## src/rtl/clre_pkg.sv

```systemverilog
// shared types, constants and encoding helpers for the character lcd row refresh encoder
package clre_pkg;

   localparam int TEXT_ROWS   = 4;
   localparam int TEXT_COLS   = 40;
   localparam int STORE_DEPTH = TEXT_ROWS * TEXT_COLS;
   localparam int ADDR_W      = $clog2(STORE_DEPTH);
   localparam int ROW_W       = $clog2(TEXT_ROWS);

   localparam logic [5:0]  COLS_MIN        = 6'd16;
   localparam logic [5:0]  COLS_MAX        = 6'd40;
   localparam logic [2:0]  ROWS_MIN        = 3'd2;
   localparam logic [2:0]  ROWS_MAX        = 3'd4;
   localparam logic [15:0] ORDER_TWO_ROWS  = 16'h7710;
   localparam logic [15:0] ORDER_FOUR_ROWS = 16'h2103;
   localparam logic [7:0]  ADDR_CMD        = 8'h80;
   localparam logic [7:0]  SPACE_CHAR      = 8'h20;
   localparam logic [7:0]  BIT_BL          = 8'h08;
   localparam logic [7:0]  BIT_EN          = 8'h04;
   localparam logic [7:0]  BIT_RS          = 8'h01;

   localparam logic [1:0] REQ_WRITE   = 2'd0;
   localparam logic [1:0] REQ_REFRESH = 2'd1;
   localparam logic [1:0] REQ_CLEAR   = 2'd2;

   localparam logic [2:0] CSR_USED_COLUMNS  = 3'd0;
   localparam logic [2:0] CSR_USED_ROWS     = 3'd1;
   localparam logic [2:0] CSR_BACKLIGHT     = 3'd2;
   localparam logic [2:0] CSR_ORDER_ENABLE  = 3'd3;
   localparam logic [2:0] CSR_CUSTOM_ORDER  = 3'd4;

   typedef struct packed {
      logic [1:0] req_type;
      logic [1:0] cell_row;
      logic [5:0] cell_col;
      logic [7:0] cell_char;
   } req_word_type;

   typedef struct packed {
      logic [47:0] bus_bytes;
      logic        is_data;
      logic        frame_start;
      logic        last;
   } rsp_word_type;

   typedef enum logic [1:0] {
      CMD_WRITE   = 2'd0,
      CMD_CLEAR   = 2'd1,
      CMD_REFRESH = 2'd2
   } cmd_kind_type;

   typedef struct packed {
      cmd_kind_type      kind;
      logic [ADDR_W-1:0] addr;
      logic [7:0]        char_code;
      logic [1:0]        phys;
      logic [ROW_W-1:0]  trow;
      logic              blank;
      logic              frame;
      logic [5:0]        cols;
   } cmd_type;

   typedef struct packed {
      logic [5:0]  used_columns;
      logic [2:0]  used_rows;
      logic        backlight_on;
      logic        custom_order_enable;
      logic [15:0] custom_order;
   } cfg_type;

   function automatic logic [ADDR_W-1:0] store_addr(input logic [ROW_W-1:0] row,
                                                   input logic [5:0] col);
      store_addr = ADDR_W'(row) * ADDR_W'(TEXT_COLS) + ADDR_W'(col);
   endfunction

   function automatic logic [7:0] line_base(input logic [1:0] phys);
      unique case (phys)
         2'd0: line_base = 8'h00;
         2'd1: line_base = 8'h40;
         2'd2: line_base = 8'h14;
         default: line_base = 8'h54;
      endcase
   endfunction

   function automatic logic [47:0] encode(input logic [7:0] val, input logic [7:0] sig,
                                          input logic bl);
      logic [7:0] blb;
      logic [7:0] hi;
      logic [7:0] lo;
      blb = bl ? BIT_BL : 8'h00;
      hi = (val & 8'hf0) | sig | blb;
      lo = {val[3:0], 4'h0} | sig | blb;
      encode = {lo, lo | BIT_EN, lo, hi, hi | BIT_EN, hi};
   endfunction

endpackage

```

## src/rtl/clre_front.sv

```systemverilog
// request front end: decodes requests, tracks the row pointer, builds queue commands
module clre_front import clre_pkg::*; (
   input  logic         clock,
   input  logic         reset,
   input  logic         req_valid,
   input  logic         req_accept,
   input  req_word_type req_word,
   input  cfg_type      cfg,
   output logic         push,
   output cmd_type      push_cmd
);

   logic [2:0]  next_row_ff, next_row_in;
   logic [5:0]  cols;
   logic [2:0]  rows;
   logic [2:0]  cur_row;
   logic        frame;
   logic [15:0] order;
   logic [2:0]  trow;
   logic        wr_ok;

   always_comb begin
      cols = cfg.used_columns;
      if (cols < COLS_MIN) cols = COLS_MIN;
      if (cols > COLS_MAX) cols = COLS_MAX;
      rows = cfg.used_rows;
      if (rows < ROWS_MIN) rows = ROWS_MIN;
      if (rows > ROWS_MAX) rows = ROWS_MAX;

      frame = (next_row_ff >= rows);
      cur_row = frame ? 3'd0 : next_row_ff;
      order = (rows == ROWS_MIN) ? ORDER_TWO_ROWS : ORDER_FOUR_ROWS;
      if (cfg.custom_order_enable) order = cfg.custom_order;
      trow = 3'(order >> {cur_row[1:0], 2'b00});

      wr_ok = (req_word.cell_col < cols) && (32'(req_word.cell_col) < TEXT_COLS)
              && (32'(req_word.cell_row) < TEXT_ROWS);

      push_cmd.kind      = CMD_WRITE;
      push_cmd.addr      = store_addr(ROW_W'(req_word.cell_row), req_word.cell_col);
      push_cmd.char_code = req_word.cell_char;
      push_cmd.phys      = cur_row[1:0];
      push_cmd.trow      = trow[ROW_W-1:0];
      push_cmd.blank     = !cfg.backlight_on || (32'(trow) >= TEXT_ROWS);
      push_cmd.frame     = frame;
      push_cmd.cols      = cols;

      push = 1'b0;
      next_row_in = next_row_ff;
      unique case (req_word.req_type)
         REQ_WRITE: begin
            push = req_valid && req_accept && wr_ok;
         end
         REQ_CLEAR: begin
            push_cmd.kind = CMD_CLEAR;
            push = req_valid && req_accept;
         end
         REQ_REFRESH: begin
            push_cmd.kind = CMD_REFRESH;
            push = req_valid && req_accept;
            if (push) next_row_in = cur_row + 3'd1;
         end
         default: begin
            push = 1'b0;
         end
      endcase
   end

   always_ff @(posedge clock) begin
      if (reset) begin
         next_row_ff <= 3'd0;
      end else begin
         next_row_ff <= next_row_in;
      end
   end

endmodule

```

## src/rtl/clre_queue.sv

```systemverilog
// two-entry command queue between front end and back end
module clre_queue import clre_pkg::*; (
   input  logic    clock,
   input  logic    reset,
   input  logic    push,
   input  cmd_type push_cmd,
   output logic    full,
   input  logic    pop,
   output logic    head_valid,
   output cmd_type head_cmd
);

   cmd_type    slot_ff [2];
   logic       wr_ptr_ff, wr_ptr_in;
   logic       rd_ptr_ff, rd_ptr_in;
   logic [1:0] count_ff, count_in;

   assign full       = (count_ff == 2'd2);
   assign head_valid = (count_ff != 2'd0);
   assign head_cmd   = slot_ff[rd_ptr_ff];

   always_comb begin
      wr_ptr_in = push ? !wr_ptr_ff : wr_ptr_ff;
      rd_ptr_in = pop ? !rd_ptr_ff : rd_ptr_ff;
      count_in  = count_ff + 2'(push) - 2'(pop);
   end

   always_ff @(posedge clock) begin
      if (push) slot_ff[wr_ptr_ff] <= push_cmd;
   end

   always_ff @(posedge clock) begin
      if (reset) begin
         wr_ptr_ff <= 1'b0;
         rd_ptr_ff <= 1'b0;
         count_ff  <= 2'd0;
      end else begin
         wr_ptr_ff <= wr_ptr_in;
         rd_ptr_ff <= rd_ptr_in;
         count_ff  <= count_in;
      end
   end

endmodule

```

## src/rtl/clre_back.sv

```systemverilog
// back end: character store, row sequencer, read stage and output word register
module clre_back import clre_pkg::*; (
   input  logic         clock,
   input  logic         reset,
   input  logic         backlight_on,
   input  logic         head_valid,
   input  cmd_type      head_cmd,
   output logic         pop,
   output logic         rsp_valid,
   input  logic         rsp_stall,
   output rsp_word_type rsp_word
);

   typedef enum logic [1:0] {
      BK_IDLE = 2'b01,
      BK_RUN  = 2'b10
   } bk_state_type;

   logic [7:0]             mem [STORE_DEPTH];
   logic [STORE_DEPTH-1:0] valid_ff, valid_in;

   bk_state_type     state_ff, state_in;
   logic [5:0]       step_ff, step_in;
   logic [5:0]       cols_ff;
   logic [ROW_W-1:0] trow_ff;
   logic             blank_ff;
   logic             frame_ff;
   logic [1:0]       phys_ff;

   logic             s1_vld_ff, s1_vld_in;
   logic             s1_data_ff;
   logic             s1_space_ff;
   logic             s1_frame_ff;
   logic             s1_last_ff;
   logic [1:0]       s1_phys_ff;
   logic [7:0]       rd_ff;

   logic             out_vld_ff, out_vld_in;
   rsp_word_type     out_ff;

   logic              s1_adv;
   logic              issue;
   logic              start;
   logic              mem_wr;
   logic [ADDR_W-1:0] rd_addr;
   logic [7:0]        ch;
   logic [7:0]        val;

   assign rsp_valid = out_vld_ff;
   assign rsp_word  = out_ff;

   always_comb begin
      s1_adv  = s1_vld_ff && (!out_vld_ff || !rsp_stall);
      issue   = (state_ff == BK_RUN) && (!s1_vld_ff || s1_adv);
      rd_addr = store_addr(trow_ff, step_ff - 6'd1);
      pop     = 1'b0;
      start   = 1'b0;
      mem_wr  = 1'b0;
      valid_in = valid_ff;
      state_in = state_ff;
      step_in  = step_ff;
      unique case (state_ff)
         BK_IDLE: begin
            if (head_valid) begin
               pop = 1'b1;
               case (head_cmd.kind)
                  CMD_WRITE: begin
                     mem_wr = 1'b1;
                     valid_in[head_cmd.addr] = 1'b1;
                  end
                  CMD_CLEAR: begin
                     valid_in = '0;
                  end
                  default: begin
                     start = 1'b1;
                     step_in = 6'd0;
                     state_in = BK_RUN;
                  end
               endcase
            end
         end
         BK_RUN: begin
            if (issue) begin
               step_in = step_ff + 6'd1;
               if (step_ff == cols_ff) state_in = BK_IDLE;
            end
         end
         default: begin
            state_in = BK_IDLE;
         end
      endcase

      s1_vld_in = issue || (s1_vld_ff && !s1_adv);
      out_vld_in = s1_adv || (out_vld_ff && rsp_stall);

      ch  = s1_space_ff ? SPACE_CHAR : rd_ff;
      val = s1_data_ff ? ch : (ADDR_CMD | line_base(s1_phys_ff));
   end

   always_ff @(posedge clock) begin
      if (mem_wr) mem[head_cmd.addr] <= head_cmd.char_code;
      if (issue && step_ff != 6'd0) rd_ff <= mem[rd_addr];
   end

   always_ff @(posedge clock) begin
      if (start) begin
         cols_ff  <= head_cmd.cols;
         trow_ff  <= head_cmd.trow;
         blank_ff <= head_cmd.blank;
         frame_ff <= head_cmd.frame;
         phys_ff  <= head_cmd.phys;
      end
      if (issue) begin
         s1_data_ff  <= (step_ff != 6'd0);
         s1_space_ff <= blank_ff || !valid_ff[rd_addr];
         s1_frame_ff <= (step_ff == 6'd0) && frame_ff;
         s1_last_ff  <= (step_ff == cols_ff);
         s1_phys_ff  <= phys_ff;
      end
      if (s1_adv) begin
         out_ff.bus_bytes   <= encode(val, s1_data_ff ? BIT_RS : 8'h00, backlight_on);
         out_ff.is_data     <= s1_data_ff;
         out_ff.frame_start <= s1_frame_ff;
         out_ff.last        <= s1_last_ff;
      end
   end

   always_ff @(posedge clock) begin
      if (reset) begin
         state_ff   <= BK_IDLE;
         step_ff    <= 6'd0;
         valid_ff   <= '0;
         s1_vld_ff  <= 1'b0;
         out_vld_ff <= 1'b0;
      end else begin
         state_ff   <= state_in;
         step_ff    <= step_in;
         valid_ff   <= valid_in;
         s1_vld_ff  <= s1_vld_in;
         out_vld_ff <= out_vld_in;
      end
   end

endmodule

```

## src/rtl/char_lcd_row_refresh_encoder_top.sv

```systemverilog
// top level: configuration registers and the front, queue and back end of the row encoder
// A refresh word produces one set-address word and then one character word per used column
// (17 to 41 words); with no stall on the result side it streams one word per cycle. Cell
// writes and clears are handled by the back end while it is idle and pass through a two-deep
// queue, so up to two requests are taken while a row is still going out. The store needs no
// clearing pass: per-cell valid bits read unwritten cells as spaces.
module char_lcd_row_refresh_encoder_top import clre_pkg::*; (
   input  logic         clock,
   input  logic         reset,
   input  logic         req_valid,
   output logic         req_stall,
   input  req_word_type req_word,
   output logic         rsp_valid,
   input  logic         rsp_stall,
   output rsp_word_type rsp_word,
   input  logic         csr_wr_en,
   input  logic [2:0]   csr_index,
   input  logic [15:0]  csr_wr_data
);

   cfg_type cfg_ff, cfg_in;
   logic    q_full;
   logic    push;
   cmd_type push_cmd;
   logic    pop;
   logic    head_valid;
   cmd_type head_cmd;

   assign req_stall = q_full;

   always_comb begin
      cfg_in = cfg_ff;
      if (csr_wr_en) begin
         unique case (csr_index)
            CSR_USED_COLUMNS: cfg_in.used_columns        = csr_wr_data[5:0];
            CSR_USED_ROWS:    cfg_in.used_rows           = csr_wr_data[2:0];
            CSR_BACKLIGHT:    cfg_in.backlight_on        = csr_wr_data[0];
            CSR_ORDER_ENABLE: cfg_in.custom_order_enable = csr_wr_data[0];
            CSR_CUSTOM_ORDER: cfg_in.custom_order        = csr_wr_data;
            default: cfg_in = cfg_ff;
         endcase
      end
   end

   always_ff @(posedge clock) begin
      if (reset) begin
         cfg_ff.used_columns        <= COLS_MIN;
         cfg_ff.used_rows           <= ROWS_MIN;
         cfg_ff.backlight_on        <= 1'b1;
         cfg_ff.custom_order_enable <= 1'b0;
         cfg_ff.custom_order        <= 16'h0000;
      end else begin
         cfg_ff <= cfg_in;
      end
   end

   clre_front u_front (
      .clock      (clock),
      .reset      (reset),
      .req_valid  (req_valid),
      .req_accept (!q_full),
      .req_word   (req_word),
      .cfg        (cfg_ff),
      .push       (push),
      .push_cmd   (push_cmd)
   );

   clre_queue u_queue (
      .clock      (clock),
      .reset      (reset),
      .push       (push),
      .push_cmd   (push_cmd),
      .full       (q_full),
      .pop        (pop),
      .head_valid (head_valid),
      .head_cmd   (head_cmd)
   );

   clre_back u_back (
      .clock        (clock),
      .reset        (reset),
      .backlight_on (cfg_ff.backlight_on),
      .head_valid   (head_valid),
      .head_cmd     (head_cmd),
      .pop          (pop),
      .rsp_valid    (rsp_valid),
      .rsp_stall    (rsp_stall),
      .rsp_word     (rsp_word)
   );

endmodule
```

## config.mk

```make
export PLATFORM = sky130hd
export DESIGN_NAME = char_lcd_row_refresh_encoder_top
export DESIGN_NICKNAME = d
export VERILOG_FILES = /design/src/rtl/clre_pkg.sv /design/src/rtl/clre_front.sv /design/src/rtl/clre_queue.sv /design/src/rtl/clre_back.sv /design/src/rtl/char_lcd_row_refresh_encoder_top.sv
export SDC_FILE = /design/constraint.sdc
export NUM_CORES = 2
export LEC_CHECK = 0
export BUFFER_PORTS_ARGS = -buffer_cell sky130_fd_sc_hd__buf_4
export CAP_MARGIN = 15
export CORE_MARGIN = 8
export CORE_UTILIZATION = 40
export CTS_BUF_LIST = sky130_fd_sc_hd__clkbuf_2
export DETAILED_ROUTE_END_ITERATION = 8
export PLACE_DENSITY = 0.53
export SLEW_MARGIN = 40
export SYNTH_ARGS = -nofsm -noshare
export SYNTH_HDL_FRONTEND = slang
export SYNTH_SLANG_ARGS = --single-unit
export TNS_END_PERCENT = 10
```

## constraint.sdc

```tcl
create_clock -name clock -period 3.9 [get_ports clock]
set_input_delay 0 -clock clock [delete_from_list [all_inputs] [get_ports clock]]
set_output_delay 0 -clock clock [all_outputs]
set_load 0.005 [all_outputs]
```

; Word level (Yosys, flattened, before mapping)
; Memory sizes are Yosys's and may differ from the RTL's. A register that Yosys moved wholly into a read port is not among the register bits.
; Cells that the tools add are included.
[classes]
add_sub_neg = 7
multipliers = 2
order_cmp = 11
eq_ne = 18
shifts = 1
n_mux = 42
n_bitwise = 5
n_reduce_logical = 45
[ops]
columns = operator, n
row1 = 160-bit case mux with 2 select lines, 1
row2 = 160-bit bitwise OR, 1
row3 = 8-bit bitwise OR, 4
row4 = 6-bit 2-to-1 mux, 5
row5 = 7-bit case mux with 3 select lines, 1
row6 = "8-bit by 9-bit < comparator with 1-bit output, second input constant", 2
row7 = 1-bit 2-to-1 mux, 17
row8 = 8-bit by 6-bit adder with 8-bit output, 2
row9 = 16-bit 2-to-1 mux, 1
row10 = 8-bit 2-to-1 mux, 2
row11 = 16-bit by 4-bit >> shifter with 3-bit output, 1
row12 = 15-bit 2-to-1 mux, 1
row13 = 6-bit case mux with 2 select lines, 1
row14 = 2-bit AND reduction, 6
row15 = 1-bit logical AND, 10
row16 = "2-bit by 3-bit multiplier with 5-bit output, second input constant", 2
row17 = "3-bit by 2-bit equality test with 1-bit output, second input constant", 3
row18 = 1-bit logical NOT, 9
row19 = 3-bit 2-to-1 mux, 3
row20 = 1-bit binary-select mux with 8-bit select, 1
row21 = 1-bit demux with 8-bit select, 1
row22 = "2-bit by 1-bit equality test with 1-bit output, second input constant", 4
row23 = "2-bit equality test, second input constant", 4
row24 = "8-bit by 1-bit greater-or-equal comparator with 1-bit output, second input constant", 1
row25 = other kinds (31), 48
[word_totals]
ff_bits = 271
ramBits = 1340
inputBits = 42
out_inout_bits = 53
word_cells = 161
mem_count = 2
[mem_list]
columns = name, words, width, read_ports, rd_clocked_by_memory_dff, wr, line_no
row1 = u_back.mem, 160, 8, 1, 1, 1, clre_back.sv:19  ; logic [7:0] mem [STORE_DEPTH];
row2 = u_queue.slot_ff, 2, 30, 1, 1, 1, clre_queue.sv:13  ; cmd_type slot_ff [2];

; Longest topological paths before layout
[depth]
ltp_word = 10
ltp_mapped = 19
depth_no_buf = 13

; By module
; A second synthesis with hierarchy kept.
[hier_totals]
hier_cells = 3672
hier_area_um2 = 62658.8
[modules_own_cells]
columns = module, instances, cells_each, area_each_um2, seq_area_each_um2
row1 = clre_back, 1, 3324, 58065.7, 42981.2
row2 = clre_queue, 1, 114, 2504.9, 1901.8
row3 = char_lcd_row_refresh_encoder_top, 1, 114, 1188.6, 540.5
row4 = clre_front, 1, 120, 899.6, 60.1

; Worst setup path after synthesis
; No wires, ideal clock.
[synth_timing]
kind = reg-to-reg
startpoint = register u_back.step_ff[0]
endpoint = register u_back.rd_ff[2], read port of u_back.mem (data pin)
setup_ns = 0.271
t_arrival_ns = 3.926
required_ns = 3.629
path_slack_ns = -0.297
path_stages_with_launch = 20
path_buffers = 6
period_less_slack_ns = 4.197
cell_sequence = dfxtp_1 > buf_4 > buf_4 > inv_1 > buf_2 > buf_2 > buf_2 > ha_1 > nand2_1 > xnor2_1 > inv_1 > fa_1 > xor2_1 > and2_1 > clkbuf_1 > nand3_1 > nand4b_1 > a221oi_1 > nor4_1 > a21oi_1
[synth_via]
elab_chain_cells = 2
word_cells_on_any_way = 4
classes_between = add/sub (2) / reduce/logical (2)
[synth_rtl]
columns = element, line_no
row1 = "start, declared", clre_back.sv:23  ; logic [5:0] step_ff, step_in;
row2 = "start signal, assigned", clre_back.sv:137  ; step_ff <= step_in;
row3 = 6-bit by 1-bit subtractor with 6-bit output / 6-bit nonzero test (equally long branches), "clre_back.sv:55, clre_back.sv:102"
row4 = 8-bit by 6-bit adder with 8-bit output / 1-bit logical AND (equally long branches), "clre_pkg.sv:73, clre_back.sv:102"
row5 = "end, declared", clre_back.sv:36  ; logic [7:0] rd_ff;
; Parallel ways exist; a longest one is shown, timed or not.
; A chain may end at the register's enable or synchronous reset.

; Worst setup path in the final report
[layout_timing]
startpoint = register u_back.step_ff[0]
endpoint = register u_back.rd_ff[1], read port of u_back.mem (data pin)
; The elaborated chain is that of the path after synthesis.

==> impl_metrics.env <==
export IMPL_status="finished clean"
export IMPL_routed_wl_mm=179
export IMPL_clkPwrFrac_pct=30.2
export IMPL_synth_ff_type="edfxtp_1"
export IMPL_cp_required_ns=5.49
export IMPL_vias=36600
export IMPL_critical_path_class="register to register"
export IMPL_grt_pass1_wl_mm=260
export IMPL_placed_area_sq_um=67300
export IMPL_dp_hpwl_mm=112
export IMPL_final_max_slew_violation_count=0
export IMPL_slew_headroom_pct=19.2
export IMPL_cts_tree="built"
export IMPL_ios=95
export IMPL_port_buffers=79
export IMPL_initial_utilization_pct=40.2
export IMPL_synth_area_sq_um=62500
export IMPL_gp_congestion=0.865
export IMPL_period_minus_slack_ns=3.79
export IMPL_path_max_fanout=31
export IMPL_p_int_w=0.0252
export IMPL_grt_max_degree=161
export IMPL_drc=0
export IMPL_yosysUniqueCellTypes=74
export IMPL_hp_class="primary input to register"
export IMPL_syn_area_per_cell_sq_um=17.1
export IMPL_wl_per_cell_um=26.6
export IMPL_max_freq_mhz=264
export IMPL_hold_viol_final=0
export IMPL_htreeDepth=5
export IMPL_grt_pass1_vias=37700
export IMPL_holdWs_ns=0.247
export IMPL_ys_ff_latch=1579
export IMPL_synth_edff_count=1378
export IMPL_areaGrowthSynthToFinish_pct=15.8
export IMPL_overflow=0
export IMPL_num_rows=145
export IMPL_post_cts_buffers=0
export IMPL_cts_root_buf="clkbuf_2"
export IMPL_power_frac_seq_pct=55.4
export IMPL_clock_path_buffers=4
export IMPL_start_kind="register"
export IMPL_async_reset_ff_share_pct=0
export IMPL_maxCapViolations=0
export IMPL_grt_antenna_before_repair=6
export IMPL_drive_above_1_share_pct=29.6
export IMPL_clk_latency_ns=1.79
export IMPL_fin_cells=6728
export IMPL_synth_seq_area_share_pct=72.6
export IMPL_layout_nets=4457
export IMPL_stdcell_area_sq_um=72400
export IMPL_switching_share_pct=29.1
export IMPL_drtIter0Drc=3562
export IMPL_setup_viol=0
export IMPL_end_kind="register"
export IMPL_dieArea_sq_um=169000
export IMPL_worstMarginPinSlew_ns=1.21
export IMPL_netlist_instances=3649
export IMPL_fill_cells=13700
export IMPL_period_share_pct=97.1
export IMPL_clk_pin_slew_worst_paths_ns=0.12
export IMPL_dieWidth_um=411
export IMPL_via_per_inst=5.44
export IMPL_post_route_util_pct=46.5
export IMPL_track_usage_pct=21.0
export IMPL_p_leak_nw=24.0
export IMPL_cts_sinks=1579
export IMPL_numCtsBuffers=420
export IMPL_worstPathArrival_ns=5.38
export IMPL_yosysWarnings=0
export IMPL_dieHeight_um=411
export IMPL_clock_skew_ns=0.191
export IMPL_power_density_nw_per_um2=492
export IMPL_p_total_w=0.0356
export IMPL_rsz0062_at_grt="true"
export IMPL_dp_cells=5859
export IMPL_power_switching_w=0.0104
export IMPL_ir_drop_uv=442
export IMPL_core_sq_um=156000
export IMPL_drtPass1Iterations=6
export IMPL_pwr_share_comb_pct=14.4
export IMPL_drtAntennaViolNets=0
cells in the final DEF, fill, tap and decap left out, types with 33 or more instances in the layout:
cell type	instances
dfxtp_1	199
edfxtp_1	1378
buf_4	345
dlygate4sd3_1	166
nand2_1	198
o21ai_0	33
clkbuf_2	606
nor2_1	425
a22oi_1	53
clkinv_1	77
a21oi_1	201
mux4_2	298
nand3_1	44
inv_1	34
mux2i_1	174
cells in the mapped netlist, types with 3 or more instances:
library cell	instances	area, sq um
a22oi_1	53	398
mux2i_1	175	1750
a221oi_2	8	120
dfxtp_1	201	4020
and3_1	4	25.0
a21o_1	5	37.5
a32oi_1	5	43.8
nor2_1	440	1650
clkbuf_1	89	334
buf_2	55	275
o211ai_1	15	113
nor3_1	22	110
a211oi_1	18	135
nand3_1	44	220
a221oi_1	29	254
a31oi_1	14	87.6
nand2b_1	14	87.6
nor3_2	3	30.0
and2_1	13	81.3
buf_1	10	37.5
a211o_1	5	43.8
nand2_1	198	743
edfxtp_1	1378	41400
nor2b_1	24	150
mux4_2	298	6710
buf_4	67	503
xnor2_1	15	131
o21ai_1	4	20.0
nand4_1	11	68.8
a22o_1	3	26.3
a21oi_1	201	1010
buf_6	10	113
inv_1	35	131
o32a_1	4	40.0
nor4_1	3	18.8
o32ai_1	3	26.3
mux2_2	32	360
nand4b_1	3	26.3
a32o_1	4	40.0
o21ai_0	33	165
ha_1	23	288
o221ai_1	3	26.3
o22ai_1	28	175
xor2_1	9	78.8
metrics by stage:
step | setup TNS, ns | worst slack [ns]
after floorplan | 0 | 0.0125
after global placement | 0 | 0.293
after detailed placement | 0 | 0.248
after CTS | 0 | 0.158
after global routing | -0.269 | -0.0626
final | 0 | 0.113
area by class of cell:
class                           instances  area, sq um  share of cell area (%)
Sequential cell                      1579        45400                    62.7
Multi-Input combinational cell       1810        16000                    22.1
Timing Repair Buffer                  544         4920                    6.79
Clock buffer                          606         3030                    4.19
Tap cell                             2058         2570                    3.56
Clock inverter                         90          357                   0.492
Inverter                               35          131                   0.181
Antenna cell                            6         15.0                  0.0207
flip-flops by register name (all words and copies together), names as in the netlist, 2 cells and up, named ones only:
name / count
u_back.trow_ff: 2
u_back.rd_ff: 8
cfg_ff: 23
u_back.cols_ff: 6
u_back.s1_phys_ff: 2
u_back.phys_ff: 2
u_front.next_row_ff: 3
u_back.state_ff: 2
u_back.rsp_word: 12
u_back.mem: 1280
u_queue.count_ff: 2
u_back.step_ff: 6
u_back.valid_ff: 160
u_queue.slot_ff: 60
power groups by stage:
| stage | Combinational, W | Sequential (W) | Clock [W] |
|---|---|---|---|
| 2_1_floorplan | 0.00252 | 0.0201 | 0 |
| 3_3_place_gp | 0.00488 | 0.0201 | 0 |
| 3_5_place_dp | 0.00499 | 0.0201 | 0 |
| 4_1_cts | 0.00513 | 0.0197 | 0.0111 |
| 5_1_grt | 0.00545 | 0.0198 | 0.0119 |
| 6_report | 0.00513 | 0.0197 | 0.0107 |
critical path, stage by stage (launching register included):
cell and delay, ns:
dfxtp_4 0.45, clkinv_1 0.15, ha_4 0.55, buf_12 0.28, buf_12 0.26, mux4_2 0.24
nor2_1 0.06, a221oi_1 0.62, o22ai_1 0.16, a221oi_1 0.33, o22ai_1 0.15, a211oi_1 0.25
cell families after synthesis:
logic type / Yosys count / synth area share, %
flops: 1579 / 72.6
simple gates: 789 / 5.28
mux: 507 / 14.2
compound gates: 452 / 4.66
buf+inv: 270 / 2.33
fa+ha+maj: 25 / 0.524
xor+xnor: 25 / 0.362
other cells: 2 / 0.0120
path summary, 6_finish.rpt:
path | start | endpoint | slack, ns | cells after the start
setup / recovery | u_back.step_ff[0]$_SDFFE_PP0P_ | u_back.rd_ff[1]$_DFFE_PP_ | 0.11 | 11
hold / removal | req_word[11] | u_queue.slot_ff[0][24]$_DFFE_PP_ | 0.25 | 7
setup reg to reg | u_back.step_ff[0]$_SDFFE_PP0P_ | u_back.rd_ff[1]$_DFFE_PP_ | 0.11 | 11
hold reg to reg | u_back.s1_last_ff$_DFFE_PP_ | u_back.rsp_word[0]$_DFFE_PP_ | 0.43 | 0
timing repair:
item / in CTS / in global routing
resized for setup: 0 / 3
endpoints found under the setup margin: 0 / 11
hold buffers: 167 / 0
hold endpoints to repair: 323 / 0
layer usage:
metal  wire [um]  part of all wire (%)  vias up  track usage (%)
met5           0                     0        -                0
met4        7180                   4.0        0             8.98
met3       11400                   6.4      395             4.25
met2       84600                    47     1428             33.5
met1       75800                    42    18800             27.9
li1            -                     -    16000                -
Note: power is estimated with default switching activity, not from simulation.
